--- config.mk ---
export PLATFORM = sky130hd
export DESIGN_NAME = rlfs_front_flat
export DESIGN_NICKNAME = d
export VERILOG_FILES = /design/src/rtl/rgb_led_strip_frame_serializer_core_assert.svh /design/src/rtl/rlfs_pkg.sv /design/src/rtl/rlfs_cmd_if.sv /design/src/rtl/rlfs_front.sv /design/src/flat_wrapper.sv
export SDC_FILE = /design/constraint.sdc
export NUM_CORES = 1
export LEC_CHECK = 0
export ABC_CLOCK_PERIOD_IN_PS = 8050
export CAP_MARGIN = 5
export CORE_MARGIN = 2
export CORE_UTILIZATION = 55
export DETAILED_ROUTE_END_ITERATION = 7
export DONT_BUFFER_PORTS = 1
export HOLD_SLACK_MARGIN = 0.06
export PLACE_DENSITY_LB_ADDON = 0.08
export SYNTH_ARGS = -nofsm -noshare
export SYNTH_HDL_FRONTEND = slang
export SYNTH_SLANG_ARGS = --single-unit
--- constraint.sdc ---
create_clock -name clk -period 8.05 [get_ports clk]
set_input_delay 1.2075 -clock clk [delete_from_list [all_inputs] [get_ports clk]]
set_output_delay 1.2075 -clock clk [all_outputs]
set_load 0.03 [all_outputs]
--- src/rtl/rgb_led_strip_frame_serializer_core_assert.svh ---
// Assertion macros for the serializer RTL.
`ifndef RGB_LED_STRIP_FRAME_SERIALIZER_CORE_ASSERT_SVH
`define RGB_LED_STRIP_FRAME_SERIALIZER_CORE_ASSERT_SVH

// Same-cycle implication, sampled on clk, off during rst.
`define RLFS_ASSERT_IMPL(lbl, ante, cons, msg) \
  lbl: assert property (@(posedge clk) disable iff (rst) (ante) |-> (cons)) else $error(msg);

// Next-cycle implication, sampled on clk, off during rst.
`define RLFS_ASSERT_NEXT(lbl, ante, cons, msg) \
  lbl: assert property (@(posedge clk) disable iff (rst) (ante) |=> (cons)) else $error(msg);

`endif

--- src/rtl/rlfs_pkg.sv ---
// Types and constants shared by the LED frame serializer.
package rlfs_pkg;

  localparam int COUNT_W = 10;   // led_count register width
  localparam int POS_W   = 13;   // frame position, active LED count
  localparam int QDEPTH  = 2;    // front-to-back queue depth
  localparam int COLOR_W = 24;

  localparam logic [1:0] CMD_SET   = 2'd0;
  localparam logic [1:0] CMD_CLEAR = 2'd1;
  localparam logic [1:0] CMD_PULL  = 2'd2;

  localparam logic [7:0]       BYTE_ZEROS  = 8'h00;
  localparam logic [7:0]       BYTE_ONES   = 8'hFF;
  localparam logic [POS_W-1:0] START_BYTES = 13'd4;
  localparam logic [POS_W-1:0] END_ROUND   = 13'd15;  // LEDs per end byte, less one
  localparam int               END_SHIFT   = 4;

  typedef enum logic [1:0] {
    OP_SET,
    OP_CLEAR,
    OP_PULL
  } op_t;

  typedef enum logic [2:0] {
    KIND_ZERO,
    KIND_ONES,
    KIND_BLUE,
    KIND_GREEN,
    KIND_RED
  } byte_kind_t;

  typedef enum logic {
    ST_CLEAR,
    ST_RUN
  } back_state_t;

  typedef struct packed {
    op_t              op;
    logic [8:0]       led_index;
    logic [COLOR_W-1:0] color;   // {red, green, blue}
  } cmd_word_t;

endpackage

--- src/rtl/rlfs_cmd_if.sv ---
// Command channel: valid/ready plus command payload.
interface rlfs_cmd_if;
  logic       valid;
  logic       ready;
  logic [1:0] cmd;
  logic [8:0] led_index;
  logic [7:0] red;
  logic [7:0] green;
  logic [7:0] blue;

  modport source (output valid, cmd, led_index, red, green, blue, input ready);
  modport sink   (input valid, cmd, led_index, red, green, blue, output ready);
endinterface

--- src/rtl/rlfs_front.sv ---
// Front end: takes command words, drops the unused code, queues the rest.
module rlfs_front (
  input  logic               clk,
  input  logic               rst,
  rlfs_cmd_if.sink           cmd_link,
  output logic               word_valid,
  input  logic               word_ready,
  output rlfs_pkg::cmd_word_t word
);
  import rlfs_pkg::*;

  localparam int QAW = (QDEPTH > 1) ? $clog2(QDEPTH) : 1;

  cmd_word_t        q_mem [QDEPTH];
  logic [QAW-1:0]   wptr;
  logic [QAW-1:0]   rptr;
  logic [QAW:0]     count;
  logic [QAW:0]     count_next;
  logic             take;
  logic             push;
  logic             pop;
  logic             keep;
  cmd_word_t        in_word;

  // Classify the incoming command.
  always_comb begin
    keep       = 1'b1;
    in_word.op = OP_SET;
    case (cmd_link.cmd)
      CMD_SET:   in_word.op = OP_SET;
      CMD_CLEAR: in_word.op = OP_CLEAR;
      CMD_PULL:  in_word.op = OP_PULL;
      default:   keep = 1'b0;   // reserved code: no effect
    endcase
    in_word.led_index = cmd_link.led_index;
    in_word.color     = {cmd_link.red, cmd_link.green, cmd_link.blue};
  end

  assign cmd_link.ready = (count != (QAW+1)'(QDEPTH));
  assign take           = cmd_link.valid && cmd_link.ready;
  assign push           = take && keep;
  assign word_valid     = (count != '0);
  assign pop            = word_valid && word_ready;
  assign word           = q_mem[rptr];

  always_comb begin
    count_next = count;
    if (push && !pop) begin
      count_next = count + 1'b1;
    end else if (pop && !push) begin
      count_next = count - 1'b1;
    end
  end

  always_ff @(posedge clk) begin
    if (rst) begin
      wptr  <= '0;
      rptr  <= '0;
      count <= '0;
    end else begin
      count <= count_next;
      if (push) begin
        wptr <= (wptr == QAW'(QDEPTH - 1)) ? '0 : wptr + 1'b1;
      end
      if (pop) begin
        rptr <= (rptr == QAW'(QDEPTH - 1)) ? '0 : rptr + 1'b1;
      end
    end
  end

  always_ff @(posedge clk) begin
    if (push) begin
      q_mem[wptr] <= in_word;
    end
  end

endmodule

--- src/flat_wrapper.sv ---
// flat-port wrapper written by rule: the top's interface ports become plain ports
module rlfs_front_flat import rlfs_pkg::*;
  (clk, rst, word_valid, word_ready, word, cmd_link_valid, cmd_link_cmd, cmd_link_led_index, cmd_link_red, cmd_link_green, cmd_link_blue, cmd_link_ready);
  rlfs_cmd_if cmd_link_i ();
  input  logic clk;
  input  logic rst;
  output logic word_valid;
  input  logic word_ready;
  output rlfs_pkg::cmd_word_t word;
  input wire logic [$bits(cmd_link_i.valid)-1:0] cmd_link_valid;
  input wire logic [$bits(cmd_link_i.cmd)-1:0] cmd_link_cmd;
  input wire logic [$bits(cmd_link_i.led_index)-1:0] cmd_link_led_index;
  input wire logic [$bits(cmd_link_i.red)-1:0] cmd_link_red;
  input wire logic [$bits(cmd_link_i.green)-1:0] cmd_link_green;
  input wire logic [$bits(cmd_link_i.blue)-1:0] cmd_link_blue;
  output wire logic [$bits(cmd_link_i.ready)-1:0] cmd_link_ready;
  assign cmd_link_i.valid = cmd_link_valid;
  assign cmd_link_i.cmd = cmd_link_cmd;
  assign cmd_link_i.led_index = cmd_link_led_index;
  assign cmd_link_i.red = cmd_link_red;
  assign cmd_link_i.green = cmd_link_green;
  assign cmd_link_i.blue = cmd_link_blue;
  assign cmd_link_ready = cmd_link_i.ready;
  rlfs_front u_core (.clk(clk), .rst(rst), .cmd_link(cmd_link_i), .word_valid(word_valid), .word_ready(word_ready), .word(word));
endmodule
==> results of run 1 <==
## synthesized netlist by cell type, drive strengths merged
library cell,number
ha,1
or3,1
nor2b,4
and2,1
mux2,36
nor2,4
nand2b,1
and3,1
a21oi,1
o21ai,2
xor2,3
nand2,1
edfxtp,70
buf,4
dfxtp,5
or2,1
## registers in the layout (all words and copies together), names as in the netlist, named ones only
| register | flops |
|---|---|
| u_core.count | 2 |
| u_core.q_mem | 70 |
| u_core.rptr | 1 |
| u_core.wptr | 1 |
## kinds of logic (layout without fill, tap and decap cells)
| logic type | Yosys count | in the layout | synth area share, % |
|---|---|---|---|
| adders and majority gates | 1 | 1 | 0.4512 |
| buffers and inverters | 4 | 16 | 0.7221 |
| DFF | 75 | 75 | 79.42 |
| muxes | 36 | 36 | 14.76 |
| xor gates and xnor gates | 3 | 3 | 0.9478 |
| AOI/OAI and AO/OA | 3 | 3 | 0.5414 |
| and+or+nand+nor | 14 | 14 | 3.159 |
## final cells by class
| cell class | count | area [um2] | area share, % |
|---|---|---|---|
| Clock buffer | 13 | 158.9 | 5.261 |
| Clock inverter | 3 | 15.01 | 0.4971 |
| Multi-Input combinational cell | 57 | 559.3 | 18.52 |
| Sequential cell | 75 | 2203 | 72.95 |
| Tap cell | 67 | 83.83 | 2.775 |
## stage by stage
| step | total power [mW] | hold WS (ns) |
|---|---|---|
| floorplan | 0.7766 | 0.4725 |
| global placement | 0.8018 | 0.4878 |
| detailed placement | 0.8091 | 0.5032 |
| CTS | 1.059 | 0.5295 |
| global route | 1.089 | 0.6138 |
| finish | 1.043 | 0.5260 |
## how the worst max path moves through the flow
stage                         start  slack (ns)            endpoint  cells after the start
floorplan           cmd_link_cmd[0]        4.56  u_core.q_mem[0][0]                      3
global placement    cmd_link_cmd[0]        5.38  u_core.q_mem[0][8]                      3
detailed placement  cmd_link_cmd[0]        5.33  u_core.q_mem[0][8]                      3
CTS                       flip-flop        5.07            word[26]                      1
global route              flip-flop        5.02            word[15]                      1
finish                    flip-flop        5.15            word[23]                      1
## report_power, final
part           total (mW)  internal (mW)  switching, mW
Sequential          0.524          0.485         0.0392
Clock               0.248          0.127          0.120
Combinational       0.271         0.0855          0.186
## layer usage
| metal | GRT usage, % | up-vias |
|---|---|---|
| li1 | - | 536 |
| met1 | 16.95 | 558 |
| met2 | 22.90 | 52 |
| met3 | 10.17 | 4 |
| met4 | 7.143 | 0 |
| met5 | 0 | - |
==> metrics.md, run 1 <==
| Metric | Value |
|---|---|
| Post-synth net total | 176 |
| Reg2reg end | u_core.q_mem[0][19] |
| Area of the core | 4786 um2 |
| Initial antenna violation count | 0 |
| FMAX | 344.7 MHz |
| Rel. slew slack | 33.10% |
| Overall routed net length | 3952 um |
| Row count | 25 |
| Hold violation count in the final report | 0 |
| Worst Hold Launch | u_core.rptr |
| H-tree levels | 3 |
| Worst r2r src | u_core.count[0] |
| Cell count after placement | 199 |
| Worst clock skew | 0.006464 ns |
| WL/cell | 18.38 um |
| Synth top area share | 75.81% |
| Worst Path Class, Setup | flip-flop to output pin |
| Die area | 5625 um2 |
| RSZ-0062 raised after global routing | false |
| First-pass GRT wire length | 5920 um |
| Netlist cell types | 17 |
| Syn Inst Count | 136 |
| Delay of the slowest critical-path stage | 0.85 ns |
| Critical Path RT | 6.84 ns |
| Worst r2r path cells | 3 |
| Worst Hold Class | flip-flop to flip-flop |
| Layout cell share with drive strength beyond 1 | 37.84% |
| CP Launch Type | flip-flop |
| Routed vias | 1,150 |
| Clk Latency, worst-skew pair | 0.33 ns |
| Min Clock Period, post-route | 2.901 ns |
| Worst slack, placed | 5.328 ns |
| Clock sink count | 75 |
| Synthesized area per cell | 20.39 um2 |
| Worst-margin pin slew | 1.001 ns |
| Slowest-stage cell, CP | dfxtp_2 |
| Sequential fraction of the synthesis area | 79.42% |
| Crit path max-delay family | flip-flops |
| Critical Path Sink Type | output pin |
| Number of antenna diodes | 0 |
| Root Driver | clkbuf_8 |
| 1st-pass router iterations | 4 |
| Final setup violation count | 0 |
| Final instance area | 3020 um2 |
| Die height | 75 um |
| Via density | 5.349 |
| Ys Warns | 0 |
| Starting Density | 57.93% |
| Critical path data arrival time | 1.69 ns |
| Met3 routed WL | 417 um |
| Non-filler cells, final | 215 |
| Pin count of the biggest net entering global routing | 36 |
| I/O pin count | 76 |
| Post-DRT Antenna Nets | 0 |
| WP buf/inv | 0 |
| Most frequent cells in the layout | 70 x edfxtp_1, 35 x mux2_2, 11 x clkbuf_8, 4 x nor2_1, 4 x dfxtp_1 |
| Top sig layer | met4 |
| Worst-path clk slew | 0.07 ns |
| Grt total ovfl | 0 |
| Max_cap viols | 0 |
| Synth area leader | edfxtp_1 |
| Routed wl met2 | 1990 um |
| GPL Wtd Cong | 0.6293 |
| Post-synthesis cell area | 2773 um2 |
| Final Max Slew Viols | 0 |
| Post-CTS setup buffer count | 0 |
| Flops & latches, synth | 75 |
| Metal-1 WL | 1509 um |
| Final nets | 183 |
| VDD IR max | 0.1974 mV |
| Area Growth Syn to Fin | 8.935% |
| Setup TNS Final | 0 ns |
| PnR worst setup slack | 5.149 ns |
| # hold bufs at CTS | 0 |
| Post-route DRC | 0 |
| Max clock buf depth | 2 |
| Top cells by area, synth | edfxtp_1 76%, mux2_2 14%, dfxtp_1 3.6%, xor2_1 0.95%, nor2b_1 0.90% |
| TritonCTS Buffers | 9 |
| Hold path depth | 2 |
| CP Cell Sequence | mux2_2 |
| Vias in the first global route | 1,236 |
| PwrDens | 345.2 nW/um2 |
| Commonest non-fill, non-tap cell in the layout | edfxtp_1 |
| Input/output buffers | 0 |
| DR iter-0 viols | 70 |
| DPL Wire Length | 2493 um |
| Pleak | 0.9856 nW |
| Final worst-path cycle share | 36.04% |
| GRT Overall Usage | 15.29% |
| Placed cell area | 2846 um2 |
| Status | finished, final reports clean |
| CTS tree | built |
| Die X | 75 um |
| FILL cells | 343 |
| Fin util | 63.11% |
| Post-CTS sizing | 0 |
| R2R Setup Slk | 6.00 ns |
| Largest fanout on the critical path | 35 |
No activity file was read; power rests on OpenSTA's default activity.
==> run 2, diff against run 1 <==
ABC_AREA = 1   (was default)
ABC_CLOCK_PERIOD_IN_PS = 3000   (was 8050)
clock period = 3 ns   (was 8.05 ns; I/O delays follow)
==> metrics.md, run 2 <==
| Metric | Value |
|---|---|
| Status | finished, final reports clean |
| Worst-margin pin slew | 0.5112 ns (-0.4903 ns) |
| Most Crowded Layer GR | met2 |
| Top cells by area, synth | edfxtp_1 71%, mux2_4 15%, dfxtp_1 3.4%, buf_12 2.0%, mux2_2 1.9% |
| Die area | 5949 um2 (+5.8%) |
| Synth Area in Compound Gates | 0.5104% (-0.031 points) |
| Initial antenna violation count | 0 (unchanged) |
| Root Driver | clkbuf_8 |
| 1st-pass router iterations | 4 (unchanged) |
| Routed vias | 1,254 (+9.0%) |
| WL/cell | 18.02 um (-2.0%) |
| GRT met1 Usage | 15.77% (-1.2 points) |
| Overall routed net length | 4270 um (+8.0%) |
| Placed cell area | 3005 um2 (+5.6%) |
| Die height | 77.13 um (+2.8%) |
| DPL Wire Length | 2903 um (+16%) |
| GRT Overall Usage | 15.36% (+0.064 points) |
| Worst clock skew | 0.006605 ns (+0.0001405 ns) |
| Most frequent cell after synthesis | edfxtp_1 |
| Sequential Power Share | 48.6% (-1.6 points) |
| Synth Area in XOR/XNOR | 0% (-0.95 points) |
| Post-synthesis cell area | 2942 um2 (+6.1%) |
| Setup TNS Final | 0 ns (unchanged) |
| Critical path data arrival time | 1.70 ns (about the same) |
| GR Layer Usage met2 | 26.09% (+3.2 points) |
| GR Util met3 | 7.412% (-2.8 points) |
| Max_cap viols | 0 (unchanged) |
| First-pass GRT wire length | 6603 um (+12%) |
| Worst-path clk slew | 0.07 ns (about the same) |
| Commonest cells post-synth | 70 x edfxtp_1, 30 x mux2_4, 11 x nand2_1, 10 x inv_1, 9 x nor2_1 |
| VDD IR max | 0.4909 mV (+150%) |
| Logic pwr share | 26.9% (+0.9 points) |
| Switch share | 31.41% (-1.7 points) |
| Largest registers | u_core.q_mem (70), u_core.count (2) |
| Netlist cell types | 15 (-2) |
| Number of antenna diodes | 0 (unchanged) |
| Max reg flops | 70 (unchanged) |
| Post-CTS setup buffer count | 0 (unchanged) |
| Min Clock Period, post-route | 2.154 ns |
| Internal power | 1.908 mW (+170%) |
| DR iter-0 viols | 54 (-23%) |
| Sequential fraction of the synthesis area | 74.86% (-4.6 points) |
| Synth Area in Simple Gates | 3.275% (+0.12 points) |
| Vias in the first global route | 1,334 (+7.9%) |
| Top reg by flops | u_core.q_mem |
| Pleak | 1.153 nW (+17%) |
| Final nets | 202 (+10%) |
| Hold violation count in the final report | 0 (unchanged) |
| Rel. slew slack | 65.92% (+33 points) |
| Ys Warns | 0 (unchanged) |
| Via density | 5.291 (-1.1%) |
| Post-DRT Antenna Nets | 0 (unchanged) |
| Asr flop ratio synth | 0% (unchanged) |
| Ys flop type | edfxtp_1 |
| Most frequent cells in the layout | 70 x edfxtp_1, 30 x mux2_4, 12 x clkbuf_8, 11 x nand2_1, 10 x inv_1 |
| Syn Inst Count | 152 (+12%) |
| NetSw | 0.8740 mW (+150%) |
| Final worst-path cycle share | 71.79% |
| Synthesized area per cell | 19.35 um2 (-5.1%) |
| Input/output buffers | 0 (unchanged) |
| Fin util | 62.03% (-1.1 points) |
| Post-synthesis adder-cell area fraction | 0.4254% (-0.026 points) |
| Final setup violation count | 0 (unchanged) |
| Row count | 26 (+4.0%) |
| Post-synthesis mux area share | 17.23% (+2.5 points) |
| Clk Latency, worst-skew pair | 0.33 ns (about the same) |
| Worst Path Class, Setup | flip-flop to output pin |
| Post-route DRC | 0 (unchanged) |
| Area Growth Syn to Fin | 8.380% |
| Clock power share | 24.6% (+0.8 points) |
| PwrDens | 872.7 nW/um2 (+150%) |
| Max clock buf depth | 2 (unchanged) |
| Area of the core | 5140 um2 (+7.4%) |
| Die X | 77.13 um (+2.8%) |
| Synth top area share | 71.46% (-4.4 points) |
| Synth area leader | edfxtp_1 |
| Hold slack | 0.2085 ns (-0.3175 ns) |
| Grt total ovfl | 0 (unchanged) |
| RSZ-0062 raised after global routing | false |
| Post-CTS sizing | 0 (unchanged) |
| CP Launch Type | flip-flop |
| Post-synth net total | 192 (+9.1%) |
| Final Max Slew Viols | 0 (unchanged) |
| Largest fanout on the critical path | 20 (-43%) |
| Critical Path RT | 2.55 ns (-4.29 ns) |
| Critical Path Sink Type | output pin |
| Pin count of the biggest net entering global routing | 36 (unchanged) |
| Commonest non-fill, non-tap cell in the layout | edfxtp_1 |
| TritonCTS Buffers | 9 (unchanged) |
| Flops & latches, synth | 75 (unchanged) |
| GPL Wtd Cong | 0.7283 (+16%) |
| Starting Density | 57.23% (-0.70 points) |
| I/O pin count | 76 (unchanged) |
| CTS tree | built |
| Number of synthesized flops with an enable pin | 70 (unchanged) |
| Layout cell share with drive strength beyond 1 | 32.34% (-5.5 points) |
| # hold bufs at CTS | 0 (unchanged) |
| Final instance area | 3188 um2 (+5.6%) |
| Main combinational cell family by area after synthesis | multiplexers |
| Clock sink count | 75 (unchanged) |
| H-tree levels | 3 (unchanged) |
| FMAX | 464.3 MHz |
| Worst Hold Class | input port to flip-flop |
## run 2: cell count changes after synthesis, sizes merged, moves of 2 or more
cell / change
nor2: +5
nor2b: -4
nand3: +2
inv: +10
xor2: -3
nand2: +10
## run 2: kinds of logic (layout without fill, tap and decap cells)
logic type      count (synthesis)  count (layout)
simple gates                   24              24
mux                            35              35
compound gates                  3               3
flops                          75              75
fa+ha+maj                       1               1
buf+inv                        14              29
## run 2: power by group through the flow
stage | Clock, mW | Combinational (mW) | Sequential (mW)
after detailed placement | 0 | 0.752 | 1.38
after global placement | 0 | 0.740 | 1.37
after floorplan | 0 | 0.739 | 1.33
after global routing | 0.740 | 0.792 | 1.36
final | 0.683 | 0.748 | 1.35
after CTS | 0.702 | 0.753 | 1.35
## run 2: final timing paths
| check | startpoint | end | slack, ns | cells past startpoint |
|---|---|---|---|---|
| worst min-delay path | cmd_link_red[6] | u_core.q_mem[1][22] | 0.21 | 0 |
| worst min register to register | u_core.rptr | u_core.rptr | 0.52 | 2 |
| worst max register to register | u_core.count[1] | u_core.q_mem[1][4] | 1.20 | 6 |
| worst max-delay path | flip-flop | word[15] | 0.85 | 2 |
## run 2: worst max-delay path: stages, from the launching register on
cell,delay [ns]
dfxtp_2,0.65
buf_12,0.26
mux2_2,0.44
## run 2: area by class of cell
class                      count  area, um2
inverter                      10      37.54
multi-input combinational     63      641.9
clock inverter                 2      10.01
fill                         385       1952
clock buffer                  14      172.7
sequential                    75       2203
tap                           70      87.58
timing repair buffer           3      35.03
## run 2: through the flow
step,power (mW),instances,setup slack [ns]
finish,2.782,237,0.8463
global route,2.897,237,0.7720
CTS,2.808,237,0.8159
detailed placement,2.127,221,1.092
global placement,2.106,221,1.160
floorplan,2.073,152,0.6454
## run 2: routing by layer
layer / up-vias / share of wire [%]
met5: - / 0
met4: 0 / 1.5
met2: 44 / 54
met3: 6 / 8.9
met1: 624 / 36
li1: 580 / -
